==> src/hw/rtl/gtd_pkg.sv <==
`timescale 1ns / 1ps

package gtd_pkg;

  // Field and register widths.
  localparam int NUM_W   = 20;
  localparam int OFS_W   = 10;
  localparam int STEP_W  = 12;
  localparam int VAL_W   = 16;
  localparam int CODE_W  = 8;
  localparam int IDX_W   = 4;
  localparam int CFG_IDX_W  = 2;
  localparam int CFG_DATA_W = NUM_W;

  localparam int FRAME_BITS = 16;
  localparam int QUEUE_DEPTH_DEF = 2;

  // Register indexes on the configuration port.
  localparam logic [CFG_IDX_W-1:0] CFG_GAIN_NUM  = 2'd0;
  localparam logic [CFG_IDX_W-1:0] CFG_WIPER_OFS = 2'd1;
  localparam logic [CFG_IDX_W-1:0] CFG_OHMS_STEP = 2'd2;

  // Register reset values.
  localparam logic [NUM_W-1:0]  GAIN_NUM_RST  = 20'd494000;
  localparam logic [OFS_W-1:0]  WIPER_OFS_RST = 10'd52;
  localparam logic [STEP_W-1:0] OHMS_STEP_RST = 12'd391;

  // Request decode and code limits.
  localparam logic FUNC_GAIN = 1'b0;
  localparam logic FUNC_RAW  = 1'b1;
  localparam logic [VAL_W-1:0]  GAIN_UNITY = 16'd10;
  localparam logic [CODE_W-1:0] CODE_MAX   = 8'd255;
  localparam logic [CODE_W-1:0] CODE_MIN   = 8'd1;
  localparam logic [CODE_W-1:0] CMD_WRITE  = 8'h11;

  // Status of the shared divider as seen by the front end.
  typedef struct packed {
    logic busy;
    logic done;
  } div_stat_t;

  // Status of the code queue.
  typedef struct packed {
    logic full;
    logic empty;
  } q_stat_t;

endpackage

==> src/hw/rtl/gtd_div.sv <==
`timescale 1ns / 1ps

module gtd_div
  import gtd_pkg::*;
(
  input  logic             clk,
  input  logic             rst_n,
  input  logic             start,
  input  logic [NUM_W-1:0] dividend,
  input  logic [VAL_W-1:0] divisor,
  output logic [NUM_W-1:0] quotient,
  output div_stat_t        stat
);

  localparam int CNT_W = $clog2(NUM_W);

  logic             busy_r, done_r;
  logic [CNT_W-1:0] cnt_r;
  logic [VAL_W-1:0] rem_r, rem_nxt;
  logic [NUM_W-1:0] quo_r;
  logic [VAL_W-1:0] dvs_r;
  logic [VAL_W:0]   rem_sh, rem_diff;
  logic             ge;

  // One restoring step per cycle; a zero divisor yields all ones.
  always_comb begin
    rem_sh   = {rem_r, quo_r[NUM_W-1]};
    ge       = (rem_sh >= {1'b0, dvs_r});
    rem_diff = rem_sh - {1'b0, dvs_r};
    rem_nxt  = ge ? rem_diff[VAL_W-1:0] : rem_sh[VAL_W-1:0];
  end

  always_ff @(posedge clk) begin
    if (!rst_n) begin
      busy_r <= 1'b0;
      done_r <= 1'b0;
      cnt_r  <= '0;
    end else begin
      done_r <= 1'b0;
      if (start) begin
        busy_r <= 1'b1;
        cnt_r  <= CNT_W'(NUM_W - 1);
      end else if (busy_r) begin
        cnt_r <= cnt_r - 1'b1;
        if (cnt_r == '0) begin
          busy_r <= 1'b0;
          done_r <= 1'b1;
        end
      end
    end
  end

  always_ff @(posedge clk) begin
    if (start) begin
      rem_r <= '0;
      quo_r <= dividend;
      dvs_r <= divisor;
    end else if (busy_r) begin
      rem_r <= rem_nxt;
      quo_r <= {quo_r[NUM_W-2:0], ge};
    end
  end

  assign quotient  = quo_r;
  assign stat.busy = busy_r;
  assign stat.done = done_r;

endmodule

==> src/hw/rtl/gtd_front.sv <==
`timescale 1ns / 1ps

module gtd_front
  import gtd_pkg::*;
(
  input  logic              clk,
  input  logic              rst_n,
  input  logic              in_push,
  output logic              in_full,
  input  logic              in_func,
  input  logic [VAL_W-1:0]  in_value,
  input  logic [NUM_W-1:0]  gain_num,
  input  logic [OFS_W-1:0]  wiper_ofs,
  input  logic [STEP_W-1:0] ohms_step,
  input  q_stat_t           q_stat,
  output logic              q_push,
  output logic [CODE_W-1:0] q_code
);

  typedef enum logic [1:0] {
    ST_IDLE,
    ST_DIV_R,
    ST_DIV_C,
    ST_DONE
  } state_t;

  state_t            st_r;
  logic [CODE_W-1:0] code_r;

  logic              accept;
  logic              div_start;
  logic [NUM_W-1:0]  div_dvd;
  logic [VAL_W-1:0]  div_dvs;
  logic [NUM_W-1:0]  div_quo;
  div_stat_t         div_st;
  logic              below_ofs;
  logic [NUM_W-1:0]  ofs_ext;

  assign ofs_ext   = NUM_W'(wiper_ofs);
  assign below_ofs = (div_quo < ofs_ext);

  assign q_push  = (st_r == ST_DONE) && !q_stat.full;
  assign in_full = !((st_r == ST_IDLE) || q_push);
  assign accept  = in_push && !in_full;
  assign q_code  = code_r;

  // Divider launch: resistance for a gain above unity, then steps if not below the offset.
  always_comb begin
    div_start = 1'b0;
    div_dvd   = gain_num;
    div_dvs   = in_value - GAIN_UNITY;
    if (accept && (in_func == FUNC_GAIN) && (in_value > GAIN_UNITY)) begin
      div_start = 1'b1;
    end else if ((st_r == ST_DIV_R) && div_st.done && !below_ofs) begin
      div_start = 1'b1;
      div_dvd   = div_quo - ofs_ext;
      div_dvs   = VAL_W'(ohms_step);
    end
  end

  always_ff @(posedge clk) begin
    if (!rst_n) begin
      st_r <= ST_IDLE;
    end else begin
      unique case (st_r)
        ST_IDLE, ST_DONE: begin
          if (accept) begin
            if (in_func == FUNC_RAW) begin
              code_r <= in_value[CODE_W-1:0];
              st_r   <= ST_DONE;
            end else if (in_value <= GAIN_UNITY) begin
              code_r <= CODE_MAX;
              st_r   <= ST_DONE;
            end else begin
              st_r <= ST_DIV_R;
            end
          end else if (q_push) begin
            st_r <= ST_IDLE;
          end
        end
        ST_DIV_R: begin
          if (div_st.done) begin
            if (below_ofs) begin
              code_r <= CODE_MIN;
              st_r   <= ST_DONE;
            end else begin
              st_r <= ST_DIV_C;
            end
          end
        end
        ST_DIV_C: begin
          if (div_st.done) begin
            if (div_quo > NUM_W'(CODE_MAX)) begin
              code_r <= CODE_MAX;
            end else if (div_quo == '0) begin
              code_r <= CODE_MIN;
            end else begin
              code_r <= div_quo[CODE_W-1:0];
            end
            st_r <= ST_DONE;
          end
        end
        default: st_r <= ST_IDLE;
      endcase
    end
  end

  gtd_div u_div (
    .clk      (clk),
    .rst_n    (rst_n),
    .start    (div_start),
    .dividend (div_dvd),
    .divisor  (div_dvs),
    .quotient (div_quo),
    .stat     (div_st)
  );

  a_div_in_div_state: assert property (@(posedge clk) disable iff (!rst_n)
    (div_st.busy || div_st.done) |-> (st_r == ST_DIV_R || st_r == ST_DIV_C))
    else $error("divider active outside a divide state");

  a_no_push_while_div: assert property (@(posedge clk) disable iff (!rst_n)
    div_st.busy |-> !q_push)
    else $error("code pushed while divider is busy");

endmodule

==> src/hw/rtl/gtd_fifo.sv <==
`timescale 1ns / 1ps

module gtd_fifo
  import gtd_pkg::*;
#(
  parameter int DEPTH = QUEUE_DEPTH_DEF
) (
  input  logic              clk,
  input  logic              rst_n,
  input  logic              push,
  input  logic [CODE_W-1:0] din,
  input  logic              pop,
  output logic [CODE_W-1:0] dout,
  output q_stat_t           stat
);

  localparam int PTR_W = (DEPTH > 1) ? $clog2(DEPTH) : 1;
  localparam int CNT_W = $clog2(DEPTH + 1);

  logic [CODE_W-1:0] mem [DEPTH];
  logic [PTR_W-1:0]  wr_ptr_r, rd_ptr_r;
  logic [CNT_W-1:0]  cnt_r;
  logic              do_push, do_pop;

  assign stat.full  = (cnt_r == CNT_W'(DEPTH));
  assign stat.empty = (cnt_r == '0);
  assign do_push    = push && !stat.full;
  assign do_pop     = pop && !stat.empty;
  assign dout       = mem[rd_ptr_r];

  always_ff @(posedge clk) begin
    if (!rst_n) begin
      wr_ptr_r <= '0;
      rd_ptr_r <= '0;
      cnt_r    <= '0;
    end else begin
      if (do_push) begin
        wr_ptr_r <= (wr_ptr_r == PTR_W'(DEPTH - 1)) ? '0 : wr_ptr_r + 1'b1;
      end
      if (do_pop) begin
        rd_ptr_r <= (rd_ptr_r == PTR_W'(DEPTH - 1)) ? '0 : rd_ptr_r + 1'b1;
      end
      if (do_push && !do_pop) begin
        cnt_r <= cnt_r + 1'b1;
      end else if (do_pop && !do_push) begin
        cnt_r <= cnt_r - 1'b1;
      end
    end
  end

  always_ff @(posedge clk) begin
    if (do_push) begin
      mem[wr_ptr_r] <= din;
    end
  end

  a_cnt_in_range: assert property (@(posedge clk) disable iff (!rst_n)
    cnt_r <= CNT_W'(DEPTH))
    else $error("queue count beyond depth");

  a_no_push_full: assert property (@(posedge clk) disable iff (!rst_n)
    !(push && stat.full))
    else $error("push into a full queue");

endmodule

==> src/hw/rtl/gtd_back.sv <==
`timescale 1ns / 1ps

module gtd_back
  import gtd_pkg::*;
(
  input  logic              clk,
  input  logic              rst_n,
  input  q_stat_t           q_stat,
  input  logic [CODE_W-1:0] q_code,
  output logic              q_pop,
  output logic              out_empty,
  input  logic              out_pop,
  output logic [CODE_W-1:0] out_wiper_code,
  output logic              out_serial_bit,
  output logic [IDX_W-1:0]  out_bit_index,
  output logic              out_last
);

  localparam logic [IDX_W-1:0] IDX_LAST = IDX_W'(FRAME_BITS - 1);

  logic                  act_r, ovld_r;
  logic [CODE_W-1:0]     cur_code_r;
  logic [IDX_W-1:0]      idx_r;
  logic [CODE_W-1:0]     oc_r;
  logic                  obit_r, olast_r;
  logic [IDX_W-1:0]      oidx_r;
  logic [FRAME_BITS-1:0] frame;
  logic                  load_out;

  assign frame    = {CMD_WRITE, cur_code_r};
  assign load_out = act_r && (!ovld_r || out_pop);
  assign q_pop    = !q_stat.empty && (!act_r || (load_out && idx_r == IDX_LAST));

  always_ff @(posedge clk) begin
    if (!rst_n) begin
      act_r  <= 1'b0;
      ovld_r <= 1'b0;
    end else begin
      if (load_out) begin
        ovld_r <= 1'b1;
      end else if (out_pop) begin
        ovld_r <= 1'b0;
      end
      if (q_pop) begin
        act_r <= 1'b1;
      end else if (load_out && idx_r == IDX_LAST) begin
        act_r <= 1'b0;
      end
    end
  end

  always_ff @(posedge clk) begin
    if (q_pop) begin
      cur_code_r <= q_code;
      idx_r      <= '0;
    end else if (load_out) begin
      idx_r <= idx_r + 1'b1;
    end
    if (load_out) begin
      oc_r    <= cur_code_r;
      obit_r  <= frame[IDX_LAST - idx_r];
      oidx_r  <= idx_r;
      olast_r <= (idx_r == IDX_LAST);
    end
  end

  assign out_empty      = !ovld_r;
  assign out_wiper_code = oc_r;
  assign out_serial_bit = obit_r;
  assign out_bit_index  = oidx_r;
  assign out_last       = olast_r;

  a_code_holds_in_frame: assert property (@(posedge clk) disable iff (!rst_n)
    (ovld_r && out_pop && !olast_r) |=> (oc_r == $past(oc_r)))
    else $error("wiper code changed inside a frame");

  a_index_steps: assert property (@(posedge clk) disable iff (!rst_n)
    (ovld_r && out_pop && !olast_r) |=>
      (!ovld_r || oidx_r == IDX_W'($past(oidx_r) + 1'b1)))
    else $error("bit index skipped inside a frame");

  a_last_on_final: assert property (@(posedge clk) disable iff (!rst_n)
    ovld_r |-> (olast_r == (oidx_r == IDX_LAST)))
    else $error("last flag not on the final bit");

endmodule

==> src/hw/rtl/gain_to_digipot_spi_writer_top.sv <==
`timescale 1ns / 1ps

// Channel   Direction  Handshake                   Payload
// in_       input      in_push / in_full           in_func, in_value
// out_      output     out_empty / out_pop         out_wiper_code, out_serial_bit,
//                                                  out_bit_index, out_last
// cfg_      input      cfg_we (no wait)            cfg_index, cfg_wdata
//
// A raw request or a gain of 1.0 or less is registered as its code, then sent to the code queue.
// Any other gain request runs the restoring divider for the resistance and, unless that falls
// below the offset, a second time for the step count. The front end takes no new request
// while the divider runs.
// The back end emits 16 bits a word, one per cycle while out_pop is high and codes are queued.
// Reset (rst_n low, synchronous) empties both sides and loads the default register values.
// Either side may stall on its own; the code queue and the output register decouple them.

module gain_to_digipot_spi_writer_top
  import gtd_pkg::*;
#(
  parameter int QUEUE_DEPTH = QUEUE_DEPTH_DEF
) (
  input  logic                  clk,
  input  logic                  rst_n,
  input  logic                  in_push,
  output logic                  in_full,
  input  logic                  in_func,
  input  logic [VAL_W-1:0]      in_value,
  output logic                  out_empty,
  input  logic                  out_pop,
  output logic [CODE_W-1:0]     out_wiper_code,
  output logic                  out_serial_bit,
  output logic [IDX_W-1:0]      out_bit_index,
  output logic                  out_last,
  input  logic                  cfg_we,
  input  logic [CFG_IDX_W-1:0]  cfg_index,
  input  logic [CFG_DATA_W-1:0] cfg_wdata
);

  logic [NUM_W-1:0]  gain_num_r;
  logic [OFS_W-1:0]  wiper_ofs_r;
  logic [STEP_W-1:0] ohms_step_r;

  q_stat_t           q_stat;
  logic              q_push, q_pop;
  logic [CODE_W-1:0] q_din, q_dout;

  // Configuration registers. A write to an unused index is dropped.
  always_ff @(posedge clk) begin
    if (!rst_n) begin
      gain_num_r  <= GAIN_NUM_RST;
      wiper_ofs_r <= WIPER_OFS_RST;
      ohms_step_r <= OHMS_STEP_RST;
    end else if (cfg_we) begin
      unique case (cfg_index)
        CFG_GAIN_NUM:  gain_num_r  <= cfg_wdata[NUM_W-1:0];
        CFG_WIPER_OFS: wiper_ofs_r <= cfg_wdata[OFS_W-1:0];
        CFG_OHMS_STEP: ohms_step_r <= cfg_wdata[STEP_W-1:0];
        default: ;
      endcase
    end
  end

  // Front end: takes requests and works out the wiper code.
  gtd_front u_front (
    .clk       (clk),
    .rst_n     (rst_n),
    .in_push   (in_push),
    .in_full   (in_full),
    .in_func   (in_func),
    .in_value  (in_value),
    .gain_num  (gain_num_r),
    .wiper_ofs (wiper_ofs_r),
    .ohms_step (ohms_step_r),
    .q_stat    (q_stat),
    .q_push    (q_push),
    .q_code    (q_din)
  );

  // Short queue of finished codes between the two halves.
  gtd_fifo #(
    .DEPTH (QUEUE_DEPTH)
  ) u_fifo (
    .clk   (clk),
    .rst_n (rst_n),
    .push  (q_push),
    .din   (q_din),
    .pop   (q_pop),
    .dout  (q_dout),
    .stat  (q_stat)
  );

  // Back end: turns each code into a 16-bit write frame, MSB first.
  gtd_back u_back (
    .clk            (clk),
    .rst_n          (rst_n),
    .q_stat         (q_stat),
    .q_code         (q_dout),
    .q_pop          (q_pop),
    .out_empty      (out_empty),
    .out_pop        (out_pop),
    .out_wiper_code (out_wiper_code),
    .out_serial_bit (out_serial_bit),
    .out_bit_index  (out_bit_index),
    .out_last       (out_last)
  );

endmodule

==> config.mk <==
export PLATFORM = sky130hd
export DESIGN_NAME = gain_to_digipot_spi_writer_top
export DESIGN_NICKNAME = d
export VERILOG_FILES = /design/src/hw/rtl/gtd_pkg.sv /design/src/hw/rtl/gtd_div.sv /design/src/hw/rtl/gtd_front.sv /design/src/hw/rtl/gtd_fifo.sv /design/src/hw/rtl/gtd_back.sv /design/src/hw/rtl/gain_to_digipot_spi_writer_top.sv
export SDC_FILE = /design/constraint.sdc
export NUM_CORES = 1
export LEC_CHECK = 0
export ABC_AREA = 1
export BUFFER_PORTS_ARGS = -buffer_cell sky130_fd_sc_hd__buf_4
export CAP_MARGIN = 20
export CORE_UTILIZATION = 55
export DETAILED_ROUTE_END_ITERATION = 12
export MAX_ROUTING_LAYER = met4
export PLACE_DENSITY = 0.86
export SLEW_MARGIN = 10
export SYNTH_ARGS = -nofsm -noshare
export SYNTH_HDL_FRONTEND = slang
export SYNTH_HIERARCHICAL = 1
export SYNTH_SLANG_ARGS = --single-unit
==> constraint.sdc <==
create_clock -name clk -period 2.7 [get_ports clk]
set_input_delay 0.54 -clock clk [delete_from_list [all_inputs] [get_ports clk]]
set_output_delay 0.54 -clock clk [all_outputs]
set_load 0.05 [all_outputs]
==> results.sh, run 1 <==
export IMPL_outcome="complete, no violations"
export IMPL_grt_pass1_wl_um=37300
export IMPL_min_period_over_period_pct=94.3
export IMPL_fp_dieArea_mm2=0.0179
export IMPL_cts_made_buffers=17
export IMPL_hold_class="primary input to flip-flop"
export IMPL_crit_path_start_kind="flip-flop"
export IMPL_power_switching_mw=2.96
export IMPL_internal_power_mw=5.24
export IMPL_critPathSlowestCell="edfxtp_1"
export IMPL_insertion_delay_ns=0.44
export IMPL_die_x_um=134
export IMPL_tns_ns=0
export IMPL_cts_root_buf="clkbuf_16"
export IMPL_leakage_nw=5.32
export IMPL_portBuffers=59
export IMPL_vias=8307
export IMPL_antenna_found_initial=0
export IMPL_final_cell_area_mm2=0.0109
export IMPL_postRouteAntennaNets=0
export IMPL_h_tree_depth=4
export IMPL_fmax_ghz=0.393
export IMPL_power_share_sequential_pct=39.5
export IMPL_syn_inst=1268
export IMPL_setup_ws_ns=0.155
export IMPL_syn_area_mm2=0.00955
export IMPL_avgSynthCellArea_um2=7.53
export IMPL_cpMostUsedCell="nand2_1"
export IMPL_power_frac_clock_pct=31.4
export IMPL_drc=0
export IMPL_cp_cell_sequence="ha_1 > nand2_1 > inv_1 > nand2_1 > nand2_1 > a21oi_4 > nand3_4 > nand2_1 > nand2_2 > buf_4 > nor2_1 > inv_1 > buf_12 > o21ai_0"
export IMPL_grt_usage_pct=27.1
export IMPL_grt_pass1_vias=7961
export IMPL_p_per_area_mw_per_mm2=754
export IMPL_setup_viol=0
export IMPL_cp_required_ns=3.04
export IMPL_core_area_mm2=0.0168
export IMPL_gp_congestion=1.00
export IMPL_ioPinCount=60
export IMPL_wire_per_inst_um=14.2
export IMPL_drv_cap=0
export IMPL_post_dp_cell_area_mm2=0.0102
export IMPL_cts_sinks=160
export IMPL_slew_headroom_pct=54.7
export IMPL_initial_utilization_pct=57.0
export IMPL_gr_total_overflow=0
export IMPL_hold_buffers=0
export IMPL_cpPeakStageDelay_ns=0.45
export IMPL_fin_nets=1417
export IMPL_switching_share_pct=36.1
export IMPL_worstSetupPathType="flip-flop to flip-flop"
export IMPL_worst_pin_slew_ns=0.678
export IMPL_cts_tree="yes"
export IMPL_grt_max_degree=53
export IMPL_rrSetupSlack_ns=0.15
export IMPL_routed_wirelength_um=22300
export IMPL_period_needed_ns=2.55
export IMPL_cp_max_fo=30
export IMPL_post_route_util_pct=64.9
export IMPL_hpwlAfterDp_um=16200
export IMPL_nFillCells=1427
export IMPL_cp_arrival_ns=2.89
export IMPL_fp_row_count=47
export IMPL_drv_slew=0
export IMPL_setup_worst_path_end_class="flip-flop"
export IMPL_num_antenna_cells=0
export IMPL_post_route_cells_drive_above_1_share_pct=13.5
export IMPL_viasPerCell=5.30
export IMPL_chipHeight_um=134
export IMPL_clockBufferDepth=2
export IMPL_dr_pass1_iters=6
export IMPL_clk_pin_slew_ns=0.07
export IMPL_area_growth_pct=13.8
export IMPL_pre_cts_slack_ns=0.112
export IMPL_hold_ws_ns=0.345
export IMPL_hold_viol=0
export IMPL_syn_nets=1351
export IMPL_layout_common_cells="nand2_1 (379), inv_1 (202), nand3_1 (105), nor2_1 (105), edfxtp_1 (82)"
export IMPL_combPwrFrac_pct=29.1
export IMPL_drtIter0Drc=786
export IMPL_ir_drop_v=0.000536
export IMPL_mostFrequentLayoutCell="nand2_1"
export IMPL_fin_skew_ns=0.0105
export IMPL_yosys_warnings=6
[worst max-delay path, delay by kind of cell (launching register included)]
| family | cells | cell delay (ns) |
|---|---|---|
| compound gates | 2 | 0.42 |
| fa+ha+maj | 1 | 0.37 |
| buf+inv | 4 | 0.49 |
| simple gates | 7 | 0.71 |
| flops | 1 | 0.45 |
[power by group through the flow]
| stage | Clock (mW) | Combinational (mW) | Sequential, mW |
|---|---|---|---|
| floorplan | 0 | 1.55 | 3.34 |
| global placement | 0 | 2.28 | 3.26 |
| detailed placement | 0 | 2.32 | 3.28 |
| CTS | 2.60 | 2.35 | 3.23 |
| global route | 2.70 | 2.64 | 3.28 |
| finish | 2.57 | 2.39 | 3.24 |
[what timing repair did]
action / 4_1_cts / 5_1_grt
gates resized for setup: 0 / 4
setup buffers: 0 / 1
endpoints found under the setup margin: 0 / 12
[through the flow]
stage | instances | power (mW)
2_1_floorplan | 1268 | 4.89
3_3_place_gp | 1534 | 5.55
3_5_place_dp | 1534 | 5.60
4_1_cts | 1566 | 8.18
5_1_grt | 1567 | 8.62
6_report | 1567 | 8.20
[layer usage]
layer / routed length (um) / up-vias / share of wire [%] / GRT usage, %
met5: 0 / - / 0 / -
met4: 802 / 0 / 3.6 / 12.8
met3: 1390 / 71 / 6.3 / 4.35
met2: 10700 / 309 / 48 / 44.6
met1: 9400 / 3764 / 42 / 32.6
li1: - / 4163 / - / -
[path summary, 6_finish.rpt]
kind | from | to | cells after the start
setup / recovery | u_front/u_div/quotient[7] | u_front/u_div/rem_r[1] | 14
hold / removal | cfg_wdata[17] | gain_num_r[17] | 3
setup reg to reg | u_front/u_div/quotient[7] | u_front/u_div/rem_r[1] | 14
hold reg to reg | u_front/q_code[2] | u_fifo/mem[0][2] | 0
[state kept, by name, indices dropped and copies added, names as in the netlist, 2 cells and up, named ones only]
name                    count
u_front/u_div/quotient     20
u_back/out_wiper_code       8
u_back/out_bit_index        4
u_fifo/cnt_r                2
gain_num_r                 20
ohms_step_r                12
u_front/u_div/dvs_r        16
wiper_ofs_r                10
u_fifo/mem                 16
u_front/st_r                2
u_front/u_div/cnt_r         5
u_front/u_div/rem_r        16
u_front/q_code              8
u_back/idx_r                4
u_back/cur_code_r           8
[final cells by class]
type | count | area, um2 | area share (%)
clock buffers | 17 | 425 | 3.91
clock inverters | 15 | 215 | 1.98
inverters | 211 | 795 | 7.31
multi-input cells | 863 | 4510 | 41.4
flip-flops and latches | 160 | 4020 | 37.0
well taps | 220 | 275 | 2.53
repair buffers | 81 | 633 | 5.82
(Power assumes the default switching activity.)
==> run 2, diff against run 1 <==
SYNTH_HIERARCHICAL = unset   (was 1)
==> run 2 against run 1 <==
Sequential share of layout area up 2.1 points. Non-clock buffer count down 5. Utilization down 0.21 points. First-iteration DRC count down 13%. Register-to-register slack better by 0.099 ns. Largest cell class unchanged. Sequential power up 6%.
==> results.sh, run 2 <==
export IMPL_crit_path_start_kind="flip-flop"
export IMPL_rrSetupSlack_ns=0.25
export IMPL_p_per_area_mw_per_mm2=845
export IMPL_drv_cap=0
export IMPL_drc=0
export IMPL_mostFrequentLayoutCell="nand2_1"
export IMPL_routed_wirelength_um=21300
export IMPL_cts_root_buf="clkbuf_16"
export IMPL_avgSynthCellArea_um2=7.75
export IMPL_fp_row_count=46
export IMPL_yosysMostFrequentCell="nand2_1"
export IMPL_yosysTopAreaCellShare_pct=27.6
export IMPL_cp_required_ns=2.88
export IMPL_grt_usage_pct=27.7
export IMPL_min_period_over_period_pct=90.6
export IMPL_r2r_start="u_front.u_div.quotient[0]"
export IMPL_slew_headroom_pct=52.6
export IMPL_initial_utilization_pct=56.3
export IMPL_setup_worst_path_end_class="flip-flop"
export IMPL_vias=7719
export IMPL_syn_area_mm2=0.00891
export IMPL_tns_ns=0
export IMPL_top_layer="met4"
export IMPL_fp_dieArea_mm2=0.0167
export IMPL_wl_met2_um=10800
export IMPL_yosys_top_cells_area="edfxtp_1 (28%), dfxtp_1 (17%), nand2_1 (14%)"
export IMPL_cp_arrival_ns=2.63
export IMPL_layoutNonFillerInstCount=1448
export IMPL_cts_tree="yes"
export IMPL_hold_ws_ns=0.321
export IMPL_p_total_mw=8.65
export IMPL_grt_max_degree=52
export IMPL_wl_met1_um=8880
export IMPL_antenna_found_initial=0
export IMPL_ys_flop_type="edfxtp_1"
export IMPL_ys_types=47
export IMPL_fin_skew_ns=0.0132
export IMPL_postRouteAntennaNets=0
export IMPL_num_antenna_cells=0
export IMPL_chipHeight_um=129
export IMPL_ys_seq_area_share_pct=44.9
export IMPL_hold_start="cfg_wdata[17]"
export IMPL_syn_inst=1151
export IMPL_outcome="complete, no violations"
export IMPL_cp_max_fo=22
export IMPL_synth_top_area_cell="edfxtp_1"
export IMPL_gr_total_overflow=0
export IMPL_layout_common_cells="nand2_1 (334), inv_1 (154), nor2_1 (106), nand3_1 (89), edfxtp_1 (82)"
export IMPL_drtIter0Drc=683
export IMPL_period_needed_ns=2.45
export IMPL_clk_pin_slew_ns=0.07
export IMPL_worst_pin_slew_ns=0.708
export IMPL_h_tree_depth=4
export IMPL_synth_commonest_cells="nand2_1 (334), inv_1 (155), nor2_1 (106)"
export IMPL_post_route_cells_drive_above_1_share_pct=11.9
export IMPL_fin_nets=1302
export IMPL_ioPinCount=60
export IMPL_met3_length_um=1070
export IMPL_hold_class="primary input to flip-flop"
export IMPL_syn_nets=1234
export IMPL_setup_viol=0
export IMPL_grt_pass1_vias=7189
export IMPL_cts_sinks=159
export IMPL_die_x_um=129
export IMPL_ys_ff_latch=159
export IMPL_final_cell_area_mm2=0.0102
export IMPL_area_growth_pct=14.8
export IMPL_crit_start="u_front.u_div.quotient[0]"
export IMPL_cts_made_buffers=17
export IMPL_core_area_mm2=0.0158
export IMPL_nFillCells=1343
export IMPL_insertion_delay_ns=0.43
export IMPL_rsz0062_at_grt="no"
export IMPL_async_flop_share_pct=0
export IMPL_portBuffers=59
export IMPL_yosys_warnings=0
export IMPL_post_dp_cell_area_mm2=0.00961
export IMPL_ir_drop_v=0.000615
export IMPL_clockBufferDepth=2
export IMPL_leakage_nw=4.71
export IMPL_hold_viol=0
export IMPL_gp_congestion=0.940
export IMPL_hpwlAfterDp_um=16300
export IMPL_worstSetupPathType="flip-flop to flip-flop"
export IMPL_seqCellArea_mm2=0.00400
export IMPL_fmax_ghz=0.409
export IMPL_wire_per_inst_um=14.7
export IMPL_dr_pass1_iters=6
export IMPL_viasPerCell=5.33
export IMPL_dp_cells=1414
export IMPL_drv_slew=0
export IMPL_synth_edf_count=82
export IMPL_grt_pass1_wl_um=34600
export IMPL_multi_input_area_mm2=0.00416
run 2: changes by cell type in the layout (fill, tap and decap cells not counted), moves of 8 or more:
cell and delta:
inv_1 -48, o21ai_0 +46, nand2_1 -45, o21ai_1 -18, nand3_1 -16, nand4_1 -12
o211ai_1 +12, a21oi_1 +9, mux2_2 -8, o21ai_2 -8
run 2: worst paths after layout:
check,endpoint,cells past startpoint
worst max-delay path,u_front.u_div.quotient[4],11
worst max register to register,u_front.u_div.quotient[4],11
worst min-delay path,gain_num_r[17],3
worst min register to register,u_fifo.mem[0][1],0
run 2: per-layer routing:
layer / track usage [%] / up-vias
met5: - / -
li1: - / 3872
met1: 32.6 / 3537
met3: 4.42 / 51
met2: 47.6 / 259
met4: 10.6 / 0
run 2: layout make-up:
type / instances / share of cell area (%)
clock buffers: 17 / 4.16
clock inverters: 15 / 1.81
inverters: 160 / 5.93
multi-input cells: 805 / 40.6
flip-flops and latches: 159 / 39.1
well taps: 216 / 2.64
repair buffers: 76 / 5.70
run 2: logic make-up after synthesis:
family | Yosys count | share of synthesized area (%)
compound gates | 151 | 9.49
xor+xnor | 29 | 2.85
fa+ha+maj | 39 | 5.64
buf+inv | 187 | 8.52
flops | 159 | 44.9
mux | 1 | 0.112
simple gates | 585 | 28.5
run 2: critical path, cell delays in order (launching register included):
cell and delay (ns):
edfxtp_1 0.35, inv_1 0.06, ha_1 0.23, fa_1 0.46
o21ai_2 0.21, nand2_1 0.13, nand4_4 0.16, nand2_8 0.10
nor2_8 0.27, nand2_1 0.08, nand3_1 0.09, nand2_1 0.06
run 2: timing repair:
item                                    in CTS  in global routing
hold buffers                                 0                  0
endpoints found under the hold margin        0                  0
resized for setup                            0                  1
setup buffers                                0                  2
endpoints found under the setup margin       0                 28
run 2: metrics by stage:
stage	setup WS, ns	util (%)
global placement	0.210	60.7
detailed placement	0.156	60.7
CTS	0.124	64.5
floorplan	0.190	-
finish	0.253	64.7
global route	0.0741	64.7
run 2: report_power, final:
part | internal (mW) | switching [mW] | total (mW)
logic | 0.942 | 1.88 | 2.82
clock network | 1.26 | 1.14 | 2.40
registers | 3.13 | 0.294 | 3.42
==> run 3, diff against run 2 <==
CTS_BUF_LIST = sky130_fd_sc_hd__clkbuf_4   (was unset)
PLACE_DENSITY = 0.84   (was 0.86)
clock period = 2.4 ns   (was 2.7 ns; I/O delays follow)
==> run 3 against run 2 <==
Flip-flop and latch count did not move. Final cell count rose by 1.6%. Wire length barely moved. Clock-buffer cell count did not move. Sequential share of layout area fell by 0.088 points. Clock power fell by 30%. Via count barely moved. Maximum frequency rose by 5.1%. Global-route usage rose by 0.16 points. Largest cell class unchanged. Power rose by 2.9%. Utilization rose by 0.17 points. Die area did not move.
==> results.sh, run 3 (same netlist as run 2, synthesis figures left out) <==
export IMPL_r2r_start="u_front.u_div.quotient[0]"
export IMPL_fmax_ghz=0.429
export IMPL_setup_worst_path_end_class="flip-flop"
export IMPL_layout_common_cells="nand2_1 (332), inv_1 (154), nor2_1 (106), buf_4 (95), nand3_1 (89)"
export IMPL_setup_ws_ns=0.0712
export IMPL_viasPerCell=5.24
export IMPL_dr_pass1_iters=6
export IMPL_p_per_area_mw_per_mm2=867
export IMPL_clk_pin_slew_ns=0.16
export IMPL_cts_tree="yes"
export IMPL_h_tree_depth=4
export IMPL_leakage_nw=4.70
export IMPL_mostFrequentLayoutCell="nand2_1"
export IMPL_hold_ws_ns=0.0957
export IMPL_r2r_cells=10
export IMPL_grt_max_degree=31
export IMPL_slew_headroom_pct=53.1
export IMPL_setup_viol=0
export IMPL_clockBufferDepth=2
export IMPL_internal_power_mw=5.24
export IMPL_whs_path_depth=3
export IMPL_min_period_over_period_pct=97.0
export IMPL_period_needed_ns=2.33
export IMPL_worstSetupPathType="flip-flop to flip-flop"
export IMPL_pre_cts_slack_ns=0.0121
export IMPL_grt_pass1_vias=7427
export IMPL_hold_viol=0
export IMPL_switching_share_pct=41.1
export IMPL_power_share_sequential_pct=43.1
export IMPL_tns_ns=0
export IMPL_p_total_mw=8.90
export IMPL_cp_max_fo=13
export IMPL_min_to="gain_num_r[12]"
export IMPL_chipHeight_um=129
export IMPL_cp_arrival_ns=2.69
export IMPL_rsz0062_at_grt="yes"
export IMPL_worst_pin_slew_ns=0.702
export IMPL_post_route_util_pct=64.8
export IMPL_power_switching_mw=3.66
export IMPL_combPwrFrac_pct=38.0
export IMPL_cp_required_ns=2.76
export IMPL_cts_root_buf="clkbuf_4"
export IMPL_gr_total_overflow=0
export IMPL_gp_congestion=1.01
export IMPL_fp_dieArea_mm2=0.0167
export IMPL_antenna_found_initial=0
export IMPL_post_route_cells_drive_above_1_share_pct=14.6
export IMPL_num_antenna_cells=0
export IMPL_nFillCells=1346
export IMPL_insertion_delay_ns=0.60
export IMPL_initial_utilization_pct=56.3
export IMPL_drv_slew=0
export IMPL_rrSetupSlack_ns=0.07
export IMPL_hpwlAfterDp_um=16400
export IMPL_ir_drop_v=0.000474
export IMPL_power_frac_clock_pct=18.9
export IMPL_grt_usage_pct=27.9
export IMPL_postRouteAntennaNets=0
export IMPL_core_area_mm2=0.0158
export IMPL_portBuffers=59
export IMPL_fp_row_count=46
export IMPL_ioPinCount=60
export IMPL_hold_start="cfg_wdata[12]"
export IMPL_routed_wirelength_um=21300
export IMPL_crit_path_start_kind="flip-flop"
export IMPL_fin_skew_ns=0.0333
export IMPL_vias=7715
export IMPL_drv_cap=0
export IMPL_drtIter0Drc=542
export IMPL_grt_pass1_wl_um=34700
export IMPL_cts_sinks=159
export IMPL_outcome="complete, no violations"
export IMPL_die_x_um=129
export IMPL_fin_nets=1325
export IMPL_cts_made_buffers=17
export IMPL_area_growth_pct=15.1
export IMPL_wire_per_inst_um=14.5
export IMPL_hold_class="primary input to flip-flop"
export IMPL_drc=0
export IMPL_timing_rr_end="u_front.u_div.dvs_r[10]"
-- run 3: changes by cell type in the layout (fill, tap and decap cells not counted), moves of 2 or more --
| cell | previous run | this run |
|---|---|---|
| buf_4 | 75 | 95 |
| buf_6 | 0 | 2 |
| clkbuf_16 | 17 | 0 |
| clkbuf_4 | 0 | 17 |
| ha_1 | 37 | 28 |
| ha_4 | 0 | 8 |
| nand2_1 | 334 | 332 |
| nand2_2 | 5 | 7 |
-- run 3: worst max-delay path, cell delays in order (launching register included) --
cell      delay [ns]
edfxtp_1        0.39
inv_1           0.06
ha_2            0.21
fa_2            0.39
o21ai_4         0.21
nand2_2         0.10
nand4_4         0.14
nand3_2         0.18
buf_4           0.24
o21ai_1         0.13
inv_1           0.05
-- run 3: final cells by class --
cell class	count	area, um2	share of cell area, %
Clock inverter	15	190	1.85
Tap cell	216	270	2.63
Clock buffer	17	128	1.24
Timing Repair Buffer	99	776	7.56
Inverter	160	607	5.91
Multi-Input combinational cell	805	4290	41.8
Sequential cell	159	4010	39.0
-- run 3: worst max path at each step --
stage / slack [ns] / from / cells after the start / to
after floorplan: 0.01 / u_front.u_div.quotient[3] / 10 / u_front.u_div.quotient[0]
after global placement: 0.08 / in_value[12] / 10 / u_front.u_div.quotient[7]
after detailed placement: 0.01 / u_front.u_div.quotient[0] / 11 / u_front.u_div.quotient[7]
after CTS: 0.05 / u_front.u_div.quotient[0] / 10 / u_front.u_div.quotient[12]
after global routing: -0.01 / u_front.u_div.quotient[0] / 11 / u_front.u_div.quotient[14]
final: 0.07 / u_front.u_div.quotient[0] / 10 / u_front.u_div.dvs_r[10]
-- run 3: layer usage --
metal / GRT usage [%] / share of wire [%] / vias up / wire length, um
met5: - / 0 / - / 0
met4: 10.7 / 2.5 / 0 / 539
met3: 5.00 / 5.5 / 51 / 1180
met2: 48.0 / 50 / 241 / 10600
met1: 32.4 / 42 / 3517 / 8970
li1: - / - / 3906 / -
-- run 3: through the flow --
step / cells / cell area [um2]
final: 1471 / 10300
after global routing: 1471 / 10300
after global placement: 1434 / 9900
after detailed placement: 1434 / 9900
after floorplan: 1151 / 9050
after CTS: 1467 / 10200
-- run 3: power by group through the flow --
stage               Sequential (mW)  Clock (mW)  Combinational, mW
global placement               3.87           0               3.23
CTS                            3.83        1.71               3.35
detailed placement             3.89           0               3.31
global route                   3.89        1.81               3.74
floorplan                      4.05           0               2.11
finish                         3.83        1.69               3.38
-- run 3: what timing repair did --
action / CTS / global route
endpoints found under the setup margin: 20 / 17
hold buffers: 0 / 0
pin swaps: 1 / 2
setup buffers: 1 / 4
resized for setup: 0 / 4
